File: config.mk
export PLATFORM = sky130hd
export DESIGN_NAME = cfr_fifo
export DESIGN_NICKNAME = d
export VERILOG_FILES = /design/src/hw/rtl/capped_lennard_jones_force_accum_core_assert.svh /design/src/hw/rtl/cfr_pkg.sv /design/src/hw/rtl/cfr_fifo.sv
export SDC_FILE = /design/constraint.sdc
export NUM_CORES = 1
export LEC_CHECK = 0
export ABC_AREA = 1
export BUFFER_PORTS_ARGS = -buffer_cell sky130_fd_sc_hd__buf_2
export CAP_MARGIN = 20
export CELL_PAD_IN_SITES_DETAIL_PLACEMENT = 0
export CELL_PAD_IN_SITES_GLOBAL_PLACEMENT = 1
export CORE_ASPECT_RATIO = 2
export CORE_MARGIN = 2
export CORE_UTILIZATION = 51
export DETAILED_ROUTE_END_ITERATION = 12
export PLACE_DENSITY = 0.86
export SYNTH_ARGS = -nofsm -noshare
export SYNTH_HDL_FRONTEND = slang
export SYNTH_SLANG_ARGS = --single-unit
export TNS_END_PERCENT = 1
File: constraint.sdc
create_clock -name clk -period 14 [get_ports clk]
set_input_delay 2.1 -clock clk [delete_from_list [all_inputs] [get_ports clk]]
set_output_delay 2.1 -clock clk [all_outputs]
set_load 0.01 [all_outputs]
File: src/hw/rtl/capped_lennard_jones_force_accum_core_assert.svh
// assertion macros for the capped lennard-jones force core
// needs clk and rst_n in the scope where a macro is used
`ifndef CAPPED_LENNARD_JONES_FORCE_ACCUM_CORE_ASSERT_SVH
`define CAPPED_LENNARD_JONES_FORCE_ACCUM_CORE_ASSERT_SVH
`ifndef SYNTHESIS
`define CFR_ASSERT(lbl, prop) \
    lbl: assert property (@(posedge clk) disable iff (!rst_n) prop) \
        else $error("cfr assertion failed");
`define CFR_ASSERT_ALWAYS(lbl, prop) \
    lbl: assert property (@(posedge clk) prop) \
        else $error("cfr assertion failed");
`else
`define CFR_ASSERT(lbl, prop)
`define CFR_ASSERT_ALWAYS(lbl, prop)
`endif
`endif

File: src/hw/rtl/cfr_pkg.sv
// shared types and constants of the capped lennard-jones force core
// no dependencies
package cfr_pkg;

    localparam int FRAC_BITS_DEF  = 16;
    localparam int FIFO_DEPTH_DEF = 4;
    localparam int ACC_W          = 48;
    localparam int EXT_W          = 66;
    localparam int CFG_IDX_W      = 3;
    localparam int CFG_DATA_W     = 32;

    localparam logic [CFG_IDX_W-1:0] CFG_OWN_X      = 3'd0;
    localparam logic [CFG_IDX_W-1:0] CFG_OWN_Y      = 3'd1;
    localparam logic [CFG_IDX_W-1:0] CFG_OWN_Z      = 3'd2;
    localparam logic [CFG_IDX_W-1:0] CFG_OWN_RADIUS = 3'd3;
    localparam logic [CFG_IDX_W-1:0] CFG_EPSILON    = 3'd4;
    localparam logic [CFG_IDX_W-1:0] CFG_FORCE_CAP  = 3'd5;
    localparam logic [CFG_IDX_W-1:0] CFG_IMMOBILE   = 3'd6;

    localparam logic [23:0] EPSILON_RST   = 24'd33554;
    localparam logic [23:0] FORCE_CAP_RST = 24'd32768;

    localparam logic [63:0] INV_LJ2_Q32 = 64'd3408917802;
    localparam logic [63:0] ONE_Q32     = 64'h0000_0001_0000_0000;
    localparam logic [63:0] DIV_SAT     = 64'h8000_0000_0000_0000;

    typedef enum logic [1:0] {
        CLS_FORCE,
        CLS_ZERO,
        CLS_IMMOBILE
    } cls_t;

    typedef enum logic [1:0] {
        SH_0,
        SH_24,
        SH_32
    } mul_sh_t;

    typedef struct packed {
        logic signed [31:0] own_x;
        logic signed [31:0] own_y;
        logic signed [31:0] own_z;
        logic [23:0]        own_radius;
        logic [23:0]        epsilon;
        logic [23:0]        force_cap;
        logic               immobile;
    } cfg_t;

    typedef struct packed {
        logic [2:0][31:0] mag;
        logic [2:0]       neg;
        logic [63:0]      d2;
        logic [24:0]      rsum;
        logic             first;
        cls_t             cls;
    } item_t;

    typedef struct packed {
        logic        start;
        logic [63:0] a;
        logic [63:0] b;
        mul_sh_t     sh;
    } mul_req_t;

    typedef struct packed {
        logic        done;
        logic [63:0] result;
    } mul_rsp_t;

    typedef struct packed {
        logic        start;
        logic [63:0] n;
        logic [63:0] d;
        logic [5:0]  sh;
    } div_req_t;

    typedef struct packed {
        logic        done;
        logic [63:0] result;
    } div_rsp_t;

endpackage

File: src/hw/rtl/cfr_fifo.sv
// short register queue between front and back end
// depends on cfr_pkg
module cfr_fifo #(
    parameter int DEPTH = cfr_pkg::FIFO_DEPTH_DEF
) (
    input  logic                   clk,
    input  logic                   rst_n,
    input  cfr_pkg::item_t         wr_item,
    input  logic                   wr_valid,
    output logic                   wr_ready,
    output cfr_pkg::item_t         rd_item,
    output logic                   rd_valid,
    input  logic                   rd_pop,
    output logic [$clog2(DEPTH):0] count
);
    import cfr_pkg::*;

    localparam int AW = $clog2(DEPTH);

    item_t          mem_reg [DEPTH];
    logic [AW-1:0]  wr_ptr_reg;
    logic [AW-1:0]  rd_ptr_reg;
    logic [AW:0]    count_reg;
    logic           push;
    logic           pop;

    assign wr_ready = count_reg != (AW+1)'(DEPTH);
    assign rd_valid = count_reg != '0;
    assign push     = wr_valid && wr_ready;
    assign pop      = rd_pop && rd_valid;

    always_ff @(posedge clk or negedge rst_n)
    begin
        if (!rst_n)
        begin
            wr_ptr_reg <= '0;
            rd_ptr_reg <= '0;
            count_reg  <= '0;
        end
        else
        begin
            if (push)
            begin
                wr_ptr_reg <= (wr_ptr_reg == AW'(DEPTH-1)) ? '0 : wr_ptr_reg + 1'b1;
            end
            if (pop)
            begin
                rd_ptr_reg <= (rd_ptr_reg == AW'(DEPTH-1)) ? '0 : rd_ptr_reg + 1'b1;
            end
            if (push && !pop)
            begin
                count_reg <= count_reg + 1'b1;
            end
            else if (pop && !push)
            begin
                count_reg <= count_reg - 1'b1;
            end
        end
    end

    always_ff @(posedge clk)
    begin
        if (push)
        begin
            mem_reg[wr_ptr_reg] <= wr_item;
        end
    end

    assign rd_item = mem_reg[rd_ptr_reg];
    assign count   = count_reg;

endmodule

; Yosys cells after proc, flatten, opt, wreduce, memory -nomap -nowiden
; Memory sizes are Yosys's and may differ from the RTL's.
; Index checks and enable logic that the tools add are counted.
[totals]
reg_bits = 7
mem_bits_rw = 764
output_inout_bits = 196
wordCells = 25
n_memories = 1
[classes]
n_addsub = 4
n_eq_ne = 3
mux = 6
n_reduce_logical = 8
[mem_list]
columns = memory, words, width, rd, rd_ports_with_merged_regs, write_ports, line
row1 = mem_reg, 4, 191, 1, 0, 1, cfr_fifo.sv:20  ; item_t mem_reg [DEPTH];
[op_table]
columns = operator, n
row1 = two-way mux 3 bit, 2
row2 = "adder 2 x 1 -> 2 bit, second input constant", 2
row3 = "equality test 2 bit, second input constant", 2
row4 = logical AND 1 bit, 4
row5 = two-way mux 2 bit, 2
row6 = "adder 3 x 1 -> 3 bit, second input constant", 1
row7 = "!= test 3 bit, second input constant", 1
row8 = nonzero test 3 bit, 1
row9 = "subtractor 3 x 1 -> 3 bit, second input constant", 1
row10 = zero test 1 bit, 2
row11 = two-way mux 1 bit, 2
row12 = nonzero test 2 bit, 1

; Longest topological paths before layout
; Gate-level depths: netlist of the first run.
[depth]
ltp_word = 6
mapped_depth = 12
depth_no_buf = 12

; Worst setup path before layout of the first run
; No wires, ideal clock.
[synth_path]
kind = input port to flip-flop
from = in wr_valid
to = mem mem_reg[0][0] in the netlist's numbering, enable pin
setup_ns = 0.746
arrival_time_ns = 10.170
required_time_ns = 13.254
setup_slack_ns = 3.084
path_stages = 2
cell_sequence = nand2_1 -> nor2_1
[synth_via]
elab_chain_cells = 3
[synth_rtl]
columns = element, line
row1 = from (decl), cfr_fifo.sv:9  ; input logic wr_valid,
row2 = logical AND 1 bit, cfr_fifo.sv:29  ; assign push = wr_valid && wr_ready;
row3 = two-way mux 1 bit, cfr_fifo.sv:63  ; if (push)
row4 = two-way mux 1 bit (not written as such), cfr_fifo.sv:65  ; mem_reg[wr_ptr_reg] <= wr_item;
row5 = to (decl), cfr_fifo.sv:20
; Every way passes these cells.

==> results of run 1 <==
[layout make-up]
cell class / count / area, um2 / area share [%]
inverters: 396 / 1490 / 4.25
clock inverters: 35 / 447 / 1.27
flip-flops and latches: 771 / 23100 / 65.9
well taps: 774 / 968 / 2.76
repair buffers: 412 / 2130 / 6.07
clock buffers: 78 / 1600 / 4.56
multi-input cells: 993 / 5280 / 15.0
diodes: 16 / 40.0 / 0.114
[logic make-up (layout without fill, tap and decap cells)]
group,after synthesis,after routing,synth area share [%]
AO/OA/AOI/OAI,383,383,9.37
adder cells (fa/ha/maj),7,7,0.310
AND/OR/NAND/NOR,602,602,7.41
XOR/XNOR,1,1,0.0286
flip-flops,771,771,75.4
other,0,16,0
buffers and inverters,523,921,7.51
[synth_stat cells (all sizes together)]
library cell / n / area (um2)
edfxtp: 764 / 22900
nand2: 588 / 2210
inv: 396 / 1490
o211ai: 382 / 2870
buf: 126 / 812
dfrtp: 7 / 175
nand3: 7 / 35.0
ha: 6 / 75.1
nor2: 6 / 22.5
clkbuf: 1 / 3.75
fa: 1 / 20.0
nand4: 1 / 6.26
o21ai: 1 / 5.00
xnor2: 1 / 8.76
[metal layers]
layer  up-vias  global-route usage [%]  part of all wire (%)
met5         -                       0                  0.20
met4        20                    8.73                   3.4
met3       143                    5.92                   7.7
met2       532                    38.6                    53
met1      8844                    22.5                    36
li1       8672                       -                     -
[metrics by stage]
stage	total power [mW]	hold slack, ns	std cells
floorplan	4.92	0.492	2287
global placement	5.60	0.511	3346
detailed placement	5.68	0.537	3346
CTS	7.44	0.556	3459
global route	7.78	0.591	3473
finish	7.35	0.545	3475
[path summary, 6_finish.rpt]
path / to / slack (ns)
worst max register to register: mem_reg[1][52] / 10.30
min in group asynchronous: wr_ptr_reg[0] / 1.32
worst max-delay path: rd_item[52] / 6.88
max in group asynchronous: rd_ptr_reg[0] / 12.49
worst min-delay path: wr_ptr_reg[1] / 0.55
worst min register to register: wr_ptr_reg[1] / 0.55
[power by group through the flow]
stage / Combinational, mW / Clock, mW / Sequential (mW)
2_1_floorplan: 1.63 / 0 / 3.29
3_3_place_gp: 2.38 / 0 / 3.22
3_5_place_dp: 2.44 / 0 / 3.24
4_1_cts: 2.45 / 1.79 / 3.19
6_report: 2.41 / 1.75 / 3.19
5_1_grt: 2.68 / 1.87 / 3.23
[worst max-delay path: stages, from the launching register on]
cell,delay [ns]
sky130_fd_sc_hd__dfrtp_4,0.96
sky130_fd_sc_hd__buf_4,0.93
sky130_fd_sc_hd__buf_4,0.89
sky130_fd_sc_hd__buf_4,0.87
sky130_fd_sc_hd__nand2_1,0.14
sky130_fd_sc_hd__o211ai_1,0.14
sky130_fd_sc_hd__nand2_1,0.08
sky130_fd_sc_hd__buf_2,0.15
==> impl_results.html, run 1 <==
<table>
<tr><th>Metric</th><th>Value</th></tr>
<tr><th colspan="2">Outcome</th></tr>
<tr><td>Result of the run</td><td>finished clean</td></tr>
<tr><th colspan="2">Route</th></tr>
<tr><td>Number of DRC markers after the initial detailed-route iteration</td><td>1317</td></tr>
<tr><td>Count of unresolved DRC violations after routing</td><td>0</td></tr>
<tr><td>Remaining number of nets flagged by the antenna check after routing</td><td>0</td></tr>
<tr><td>1st-pass router iterations</td><td>6</td></tr>
<tr><td>Vias after detailed routing</td><td>18200</td></tr>
<tr><td>Via-per-instance ratio</td><td>5.24</td></tr>
<tr><td>Average routed wire per standard cell</td><td>19.0 um</td></tr>
<tr><td>Routed wire length</td><td>66100 um</td></tr>
<tr><th colspan="2">Clock network</th></tr>
<tr><td>Inserted Clock Buffers</td><td>60</td></tr>
<tr><td>Cell at the root of the clock tree</td><td>sky130_fd_sc_hd__clkbuf_16</td></tr>
<tr><td>Clock sink count</td><td>771</td></tr>
<tr><td>Buffer levels on the longest clock path</td><td>3</td></tr>
<tr><td>Clock latency on the worst-skew pair</td><td>0.61 ns</td></tr>
<tr><td>Worst-path clk slew</td><td>0.07 ns</td></tr>
<tr><td>Total of hold buffers inserted after clock tree synthesis</td><td>0</td></tr>
<tr><td>Post-CTS Setup Inserts</td><td>0</td></tr>
<tr><td>CTS tree</td><td>done</td></tr>
<tr><td>Count of cells resized by post-cts repair</td><td>0</td></tr>
<tr><td>H-Tree Depth</td><td>2</td></tr>
<tr><th colspan="2">Power and ir drop</th></tr>
<tr><td>Cell leakage power</td><td>13.8 nW</td></tr>
<tr><td>Internal Pwr Total</td><td>4.78 mW</td></tr>
<tr><td>Logic pwr share</td><td>32.7%</td></tr>
<tr><td>Relative contribution of the clock network to total power</td><td>23.9%</td></tr>
<tr><td>Seq pwr share</td><td>43.4%</td></tr>
<tr><td>IR Drop Worst-Case VDD</td><td>0.188 mV</td></tr>
<tr><td>Switching power share of the total</td><td>35.0%</td></tr>
<tr><td>Switching power</td><td>2.58 mW</td></tr>
<tr><td>Power density of the placed cells</td><td>210 nW/um2</td></tr>
<tr><th colspan="2">Worst setup path</th></tr>
<tr><td>Critical path data required time</td><td>11.90 ns</td></tr>
<tr><td>R2R cell count</td><td>6</td></tr>
<tr><td>Signal arrival time at the worst endpoint</td><td>5.02 ns</td></tr>
<tr><td>Crit Reg-Reg Startpoint</td><td>count[0]</td></tr>
<tr><td>Maximum fanout along the worst path</td><td>116</td></tr>
<tr><td>Type of destination of the critical path</td><td>primary output</td></tr>
<tr><td>Category of the critical setup timing path</td><td>reg -&gt; out</td></tr>
<tr><td>Critical Path Start Type</td><td>register</td></tr>
<tr><td>Launch point of the worst path</td><td>rd_ptr_reg[0]</td></tr>
<tr><th colspan="2">Logic synthesis</th></tr>
<tr><td>Synthesized netlist net count</td><td>2489</td></tr>
<tr><td>Synth Area per Inst</td><td>13.4 um2</td></tr>
<tr><td>Total of warnings raised by yosys</td><td>0</td></tr>
<tr><td>Count of cell types in the netlist</td><td>16</td></tr>
<tr><td>Total of flip-flops plus latches after synthesis</td><td>771</td></tr>
<tr><td>Gate count after technology mapping</td><td>2287</td></tr>
<tr><td>Sequential area share after synthesis</td><td>75.4%</td></tr>
<tr><td>Netlist area before placement</td><td>30700 um2</td></tr>
<tr><th colspan="2">Placed design</th></tr>
<tr><td>Hpwl dp</td><td>40500 um</td></tr>
<tr><td>Total placed instance area</td><td>33000 um2</td></tr>
<tr><td>Quantity of I/O buffers inserted on ports</td><td>390</td></tr>
<tr><td>Worst setup slack before clock tree synthesis</td><td>7.64 ns</td></tr>
<tr><td>Final weighted congestion of routability-driven global placement</td><td>0.761</td></tr>
<tr><th colspan="2">Worst hold path</th></tr>
<tr><td>Startpoint of the tightest hold check path</td><td>wr_ptr_reg[1]</td></tr>
<tr><td>Hold/Removal Path Class</td><td>reg -&gt; reg</td></tr>
<tr><td>Min-Delay Path Depth</td><td>2</td></tr>
<tr><th colspan="2">STA</th></tr>
<tr><td>Final period utilization</td><td>50.8%</td></tr>
<tr><td>Achievable Freq</td><td>141 MHz</td></tr>
<tr><td>Worst clock skew on the final layout</td><td>0.0194 ns</td></tr>
<tr><td>Hold violation count in the final report</td><td>0</td></tr>
<tr><td>Number of max-slew violations in the final report</td><td>0</td></tr>
<tr><td>Minimum setup slack in the final design</td><td>6.88 ns</td></tr>
<tr><td>RSZ-0062 raised after global routing</td><td>false</td></tr>
<tr><td>Setup TNS Final</td><td>0 ns</td></tr>
<tr><td>Slew @ Worst Pin</td><td>1.24 ns</td></tr>
<tr><td>Total setup violations reported at the end of the flow</td><td>0</td></tr>
<tr><td>Minimum clock period after layout</td><td>7.12 ns</td></tr>
<tr><td>Headroom to the max-slew limit</td><td>17.6%</td></tr>
<tr><th colspan="2">Final layout</th></tr>
<tr><td>Commonest cells after routing, fill and taps aside</td><td>764 x sky130_fd_sc_hd__edfxtp_1, 588 x sky130_fd_sc_hd__nand2_1, 395 x sky130_fd_sc_hd__inv_1</td></tr>
<tr><td>Share of post-route cells with drive strength above 1</td><td>19.0%</td></tr>
<tr><td>Leading cell type in the layout, fill and taps excluded</td><td>sky130_fd_sc_hd__edfxtp_1</td></tr>
<tr><td>Core utilization of the finished layout</td><td>58.7%</td></tr>
<tr><td>Max reg flops</td><td>764</td></tr>
<tr><td>Area grow syn2layout</td><td>14.4%</td></tr>
<tr><td>Fillcell total</td><td>4627</td></tr>
<tr><td>Post-Layout Inst Area</td><td>35100 um2</td></tr>
<tr><td>Number of nets in the final layout</td><td>2836</td></tr>
<tr><th colspan="2">Floorplan</th></tr>
<tr><td>Starting utilization of the core area</td><td>51.3%</td></tr>
<tr><td>Height of the die</td><td>351 um</td></tr>
<tr><td>Count of standard-cell rows</td><td>127</td></tr>
<tr><td>IO Count</td><td>391</td></tr>
<tr><td>Core Box Area</td><td>59700 um2</td></tr>
<tr><td>Die extent in x</td><td>177 um</td></tr>
<tr><td>Die area</td><td>62200 um2</td></tr>
<tr><th colspan="2">Global route</th></tr>
<tr><td>Number of antenna violations at the first check in global routing</td><td>27</td></tr>
<tr><td>Vias in the first global route</td><td>18800</td></tr>
<tr><td>Global-route wire length before repair</td><td>100000 um</td></tr>
<tr><td>Overall track demand over capacity in global routing</td><td>21.1%</td></tr>
<tr><td>Maximum number of pins on one net before global-route repair</td><td>273</td></tr>
<tr><td>Overflow left after global routing</td><td>0</td></tr>
<tr><th colspan="2">Job</th></tr>
<tr><td>Max-cap violation count</td><td>0</td></tr>
</table>
(Power assumes the default switching activity.)
==> run 2: changes to the inputs <==
--- a/config.mk
+++ b/config.mk
@@ -5,16 +5,16 @@
 export SDC_FILE = /design/constraint.sdc
 export NUM_CORES = 1
 export LEC_CHECK = 0
-export ABC_AREA = 1
+export ABC_AREA = 0
 export BUFFER_PORTS_ARGS = -buffer_cell sky130_fd_sc_hd__buf_2
 export CAP_MARGIN = 20
 export CELL_PAD_IN_SITES_DETAIL_PLACEMENT = 0
 export CELL_PAD_IN_SITES_GLOBAL_PLACEMENT = 1
 export CORE_ASPECT_RATIO = 2
 export CORE_MARGIN = 2
-export CORE_UTILIZATION = 51
+export CORE_UTILIZATION = 45
 export DETAILED_ROUTE_END_ITERATION = 12
-export PLACE_DENSITY = 0.86
+export PLACE_DENSITY = 0.76
 export SYNTH_ARGS = -nofsm -noshare
 export SYNTH_HDL_FRONTEND = slang
 export SYNTH_SLANG_ARGS = --single-unit
==> constraint.sdc (replaced) <==
create_clock -name clk -period 5.85 [get_ports clk]
set_input_delay 0.8775 -clock clk [delete_from_list [all_inputs] [get_ports clk]]
set_output_delay 0.8775 -clock clk [all_outputs]
set_load 0.01 [all_outputs]
==> run 2 against run 1 <==
Net effect: final cell count decreased by 33%; clock power increased to 2.5 times the previous value; first-iteration DRC count decreased by 35%; routed wire length decreased by 17%; critical path depth decreased by 4; critical endpoint is now rd_item[48]; non-clock buffer count decreased by 7; sequential share of layout area increased by 3.9 points; sequential power increased by 140%; setup slack got worse by 4.9 ns; combinational power increased by 98%.
==> impl_results.html, run 2 <==
<table>
<tr><th>Metric</th><th>Value</th></tr>
<tr><th colspan="2">Outcome</th></tr>
<tr><td>Result of the run</td><td>finished clean</td></tr>
<tr><th colspan="2">Final layout</th></tr>
<tr><td>Core utilization of the finished layout</td><td>53.7%</td></tr>
<tr><td>Post-Layout Inst Area</td><td>33100 um2</td></tr>
<tr><td>Max reg flops</td><td>764</td></tr>
<tr><td>Area grow syn2layout</td><td>18.3%</td></tr>
<tr><td>Commonest cells after routing, fill and taps aside</td><td>764 x sky130_fd_sc_hd__edfxtp_1, 390 x sky130_fd_sc_hd__buf_2, 191 x sky130_fd_sc_hd__mux4_2</td></tr>
<tr><td>Post-layout instance count excluding filler cells</td><td>2312</td></tr>
<tr><td>Number of nets in the final layout</td><td>1668</td></tr>
<tr><td>Fillcell total</td><td>4766</td></tr>
<tr><td>Leading cell type in the layout, fill and taps excluded</td><td>sky130_fd_sc_hd__edfxtp_1</td></tr>
<tr><td>Share of post-route cells with drive strength above 1</td><td>46.8%</td></tr>
<tr><th colspan="2">Global route</th></tr>
<tr><td>Overall track demand over capacity in global routing</td><td>16.9%</td></tr>
<tr><td>Global-route wire length before repair</td><td>81800 um</td></tr>
<tr><td>Overflow left after global routing</td><td>0</td></tr>
<tr><td>Number of antenna violations at the first check in global routing</td><td>17</td></tr>
<tr><td>Maximum number of pins on one net before global-route repair</td><td>120</td></tr>
<tr><td>Vias in the first global route</td><td>13500</td></tr>
<tr><th colspan="2">Job</th></tr>
<tr><td>Max-cap violation count</td><td>0</td></tr>
<tr><th colspan="2">Logic synthesis</th></tr>
<tr><td>Count of flip-flops with a built-in enable after synthesis</td><td>764</td></tr>
<tr><td>Area share of the largest cell type after synthesis</td><td>82.0%</td></tr>
<tr><td>Most area-hungry cell type in the Yosys netlist</td><td>sky130_fd_sc_hd__edfxtp_1</td></tr>
<tr><td>Synth Area per Inst</td><td>27.0 um2</td></tr>
<tr><td>Count of cell types in the netlist</td><td>18</td></tr>
<tr><td>Total of warnings raised by yosys</td><td>0</td></tr>
<tr><td>Share of synthesized cell area in and, or, nand and nor gates</td><td>0.192%</td></tr>
<tr><td>Leading post-synthesis cells by instance count</td><td>764 x sky130_fd_sc_hd__edfxtp_1, 191 x sky130_fd_sc_hd__mux4_2, 19 x sky130_fd_sc_hd__buf_6, 11 x sky130_fd_sc_hd__buf_1, 10 x sky130_fd_sc_hd__buf_2</td></tr>
<tr><td>Asr flop ratio synth</td><td>0.908%</td></tr>
<tr><td>Leading cell type by number of instances after synthesis</td><td>sky130_fd_sc_hd__edfxtp_1</td></tr>
<tr><td>Post-synthesis compound-gate area fraction</td><td>0.0268%</td></tr>
<tr><td>Gate count after technology mapping</td><td>1035</td></tr>
<tr><td>Post-synthesis mux area share</td><td>15.6%</td></tr>
<tr><td>Synth Area in XOR/XNOR</td><td>0.0939%</td></tr>
<tr><td>Synthesized netlist net count</td><td>1237</td></tr>
<tr><td>Most frequently used flop master after synthesis</td><td>sky130_fd_sc_hd__edfxtp_1</td></tr>
<tr><td>Total of flip-flops plus latches after synthesis</td><td>771</td></tr>
<tr><td>Post-synthesis adder-cell area fraction</td><td>0.340%</td></tr>
<tr><td>Combinational family with the most area after synthesis</td><td>multiplexers</td></tr>
<tr><td>Sequential area share after synthesis</td><td>82.6%</td></tr>
<tr><td>Top post-synthesis cells by area</td><td>sky130_fd_sc_hd__edfxtp_1 82%, sky130_fd_sc_hd__mux4_2 15%, sky130_fd_sc_hd__buf_6 0.76%, sky130_fd_sc_hd__dfrtp_1 0.63%, sky130_fd_sc_hd__ha_1 0.27%</td></tr>
<tr><td>Netlist area before placement</td><td>28000 um2</td></tr>
<tr><th colspan="2">Clock network</th></tr>
<tr><td>Count of cells resized by post-cts repair</td><td>0</td></tr>
<tr><td>Clock sink count</td><td>771</td></tr>
<tr><td>Clock latency on the worst-skew pair</td><td>0.59 ns</td></tr>
<tr><td>Cell at the root of the clock tree</td><td>sky130_fd_sc_hd__clkbuf_16</td></tr>
<tr><td>CTS tree</td><td>done</td></tr>
<tr><td>Buffer levels on the longest clock path</td><td>3</td></tr>
<tr><td>Inserted Clock Buffers</td><td>67</td></tr>
<tr><td>Worst-path clk slew</td><td>0.06 ns</td></tr>
<tr><td>H-Tree Depth</td><td>3</td></tr>
<tr><td>Total of hold buffers inserted after clock tree synthesis</td><td>0</td></tr>
<tr><td>Post-CTS Setup Inserts</td><td>0</td></tr>
<tr><th colspan="2">STA</th></tr>
<tr><td>Worst clock skew on the final layout</td><td>0.0191 ns</td></tr>
<tr><td>Number of max-slew violations in the final report</td><td>0</td></tr>
<tr><td>Setup TNS Final</td><td>0 ns</td></tr>
<tr><td>Slew @ Worst Pin</td><td>0.962 ns</td></tr>
<tr><td>Headroom to the max-slew limit</td><td>35.9%</td></tr>
<tr><td>Minimum setup slack in the final design</td><td>1.96 ns</td></tr>
<tr><td>Minimum clock period after layout</td><td>3.89 ns</td></tr>
<tr><td>Worst-case hold slack</td><td>0.130 ns</td></tr>
<tr><td>Hold violation count in the final report</td><td>0</td></tr>
<tr><td>Achievable Freq</td><td>257 MHz</td></tr>
<tr><td>Final period utilization</td><td>66.5%</td></tr>
<tr><td>RSZ-0062 raised after global routing</td><td>false</td></tr>
<tr><td>Total setup violations reported at the end of the flow</td><td>0</td></tr>
<tr><th colspan="2">Floorplan</th></tr>
<tr><td>Count of standard-cell rows</td><td>129</td></tr>
<tr><td>Core Box Area</td><td>61700 um2</td></tr>
<tr><td>Height of the die</td><td>357 um</td></tr>
<tr><td>IO Count</td><td>391</td></tr>
<tr><td>Die extent in x</td><td>180 um</td></tr>
<tr><td>Starting utilization of the core area</td><td>45.4%</td></tr>
<tr><td>Die area</td><td>64300 um2</td></tr>
<tr><th colspan="2">Power and ir drop</th></tr>
<tr><td>Power density of the placed cells</td><td>509 nW/um2</td></tr>
<tr><td>Switching power share of the total</td><td>29.1%</td></tr>
<tr><td>Logic pwr share</td><td>28.4%</td></tr>
<tr><td>IR Drop Worst-Case VDD</td><td>0.357 mV</td></tr>
<tr><td>Power after layout</td><td>16.9 mW</td></tr>
<tr><td>Internal Pwr Total</td><td>12.0 mW</td></tr>
<tr><td>Cell leakage power</td><td>11.1 nW</td></tr>
<tr><td>Switching power</td><td>4.90 mW</td></tr>
<tr><td>Relative contribution of the clock network to total power</td><td>26.1%</td></tr>
<tr><td>Seq pwr share</td><td>45.6%</td></tr>
<tr><th colspan="2">Placed design</th></tr>
<tr><td>Cell count after placement</td><td>2183</td></tr>
<tr><td>Final weighted congestion of routability-driven global placement</td><td>0.747</td></tr>
<tr><td>Total placed instance area</td><td>30900 um2</td></tr>
<tr><td>Worst setup slack before clock tree synthesis</td><td>2.39 ns</td></tr>
<tr><td>Hpwl dp</td><td>33400 um</td></tr>
<tr><td>Quantity of I/O buffers inserted on ports</td><td>390</td></tr>
<tr><th colspan="2">Route</th></tr>
<tr><td>1st-pass router iterations</td><td>5</td></tr>
<tr><td>Average routed wire per standard cell</td><td>23.6 um</td></tr>
<tr><td>Via-per-instance ratio</td><td>5.37</td></tr>
<tr><td>Count of unresolved DRC violations after routing</td><td>0</td></tr>
<tr><td>Number of DRC markers after the initial detailed-route iteration</td><td>858</td></tr>
<tr><td>Routed wire length</td><td>54600 um</td></tr>
<tr><td>Vias after detailed routing</td><td>12400</td></tr>
<tr><td>Remaining number of nets flagged by the antenna check after routing</td><td>0</td></tr>
<tr><th colspan="2">Worst setup path</th></tr>
<tr><td>Category of the critical setup timing path</td><td>reg -&gt; out</td></tr>
<tr><td>Maximum fanout along the worst path</td><td>44</td></tr>
<tr><td>Type of destination of the critical path</td><td>primary output</td></tr>
<tr><td>Critical path data required time</td><td>4.97 ns</td></tr>
<tr><td>Signal arrival time at the worst endpoint</td><td>3.02 ns</td></tr>
<tr><td>Critical Path Start Type</td><td>register</td></tr>
<tr><th colspan="2">Worst hold path</th></tr>
<tr><td>Hold/Removal Path Class</td><td>in -&gt; async</td></tr>
</table>
[run 2: cell types whose count changed in the layout (fill, tap and decap cells not counted), moves of 17 or more]
cell / delta
sky130_fd_sc_hd__inv_1: -392
sky130_fd_sc_hd__o211ai_1: -382
sky130_fd_sc_hd__nand2_1: -586
sky130_fd_sc_hd__mux4_2: +191
sky130_fd_sc_hd__buf_4: -17
[run 2: cells by family (layout without fill, tap and decap cells)]
family	count (synthesis)	count (layout)
AO/OA/AOI/OAI	1	1
XOR/XNOR	3	3
adder cells (fa/ha/maj)	7	7
buffers and inverters	46	530
flip-flops	771	771
multiplexers	196	196
other	0	7
AND/OR/NAND/NOR	11	11
[run 2: power groups by stage]
stage	registers [mW]	logic [mW]	clock network [mW]
after CTS	7.71	4.93	4.52
after detailed placement	7.82	4.90	0
final	7.68	4.78	4.39
after floorplan	7.74	3.24	0
after global placement	7.75	4.89	0
after global routing	7.78	5.12	4.71
[run 2: final timing paths]
kind / startpoint / end / slack (ns) / depth (start not counted)
max: rd_ptr_reg[0] / rd_item[48] / 1.96 / 3
min: rst_n / count[2] / 0.13 / 1
min reg2reg: count[2] / count[2] / 0.55 / 1
max reg2reg: count[0] / mem_reg[0][186] / 2.88 / 4
max in group asynchronous: rst_n / rd_ptr_reg[0] / 5.49 / 1
min in group clk: wr_item[94] / mem_reg[3][94] / 0.49 / 1
[run 2: metal layers]
layer / GRT usage [%] / routed length, um
met4: 6.21 / 1530
met3: 5.15 / 4090
met1: 19.7 / 20200
met5: 0 / 107
met2: 29.5 / 28700
[run 2: final cells by class]
class | count | area, um2 | share of cell area (%)
Sequential cell | 771 | 23100 | 69.9
Multi-Input combinational cell | 218 | 4550 | 13.7
Timing Repair Buffer | 405 | 2200 | 6.65
Clock buffer | 85 | 1860 | 5.61
Tap cell | 786 | 983 | 2.97
Clock inverter | 37 | 349 | 1.05
Antenna cell | 7 | 17.5 | 0.0529
Inverter | 3 | 11.3 | 0.0340
[run 2: worst max-delay path, stage by stage, from the launching register on]
cell and delay [ns]:
sky130_fd_sc_hd__dfrtp_4 1.00, sky130_fd_sc_hd__buf_4 0.62, sky130_fd_sc_hd__mux4_2 0.63, sky130_fd_sc_hd__buf_2 0.17
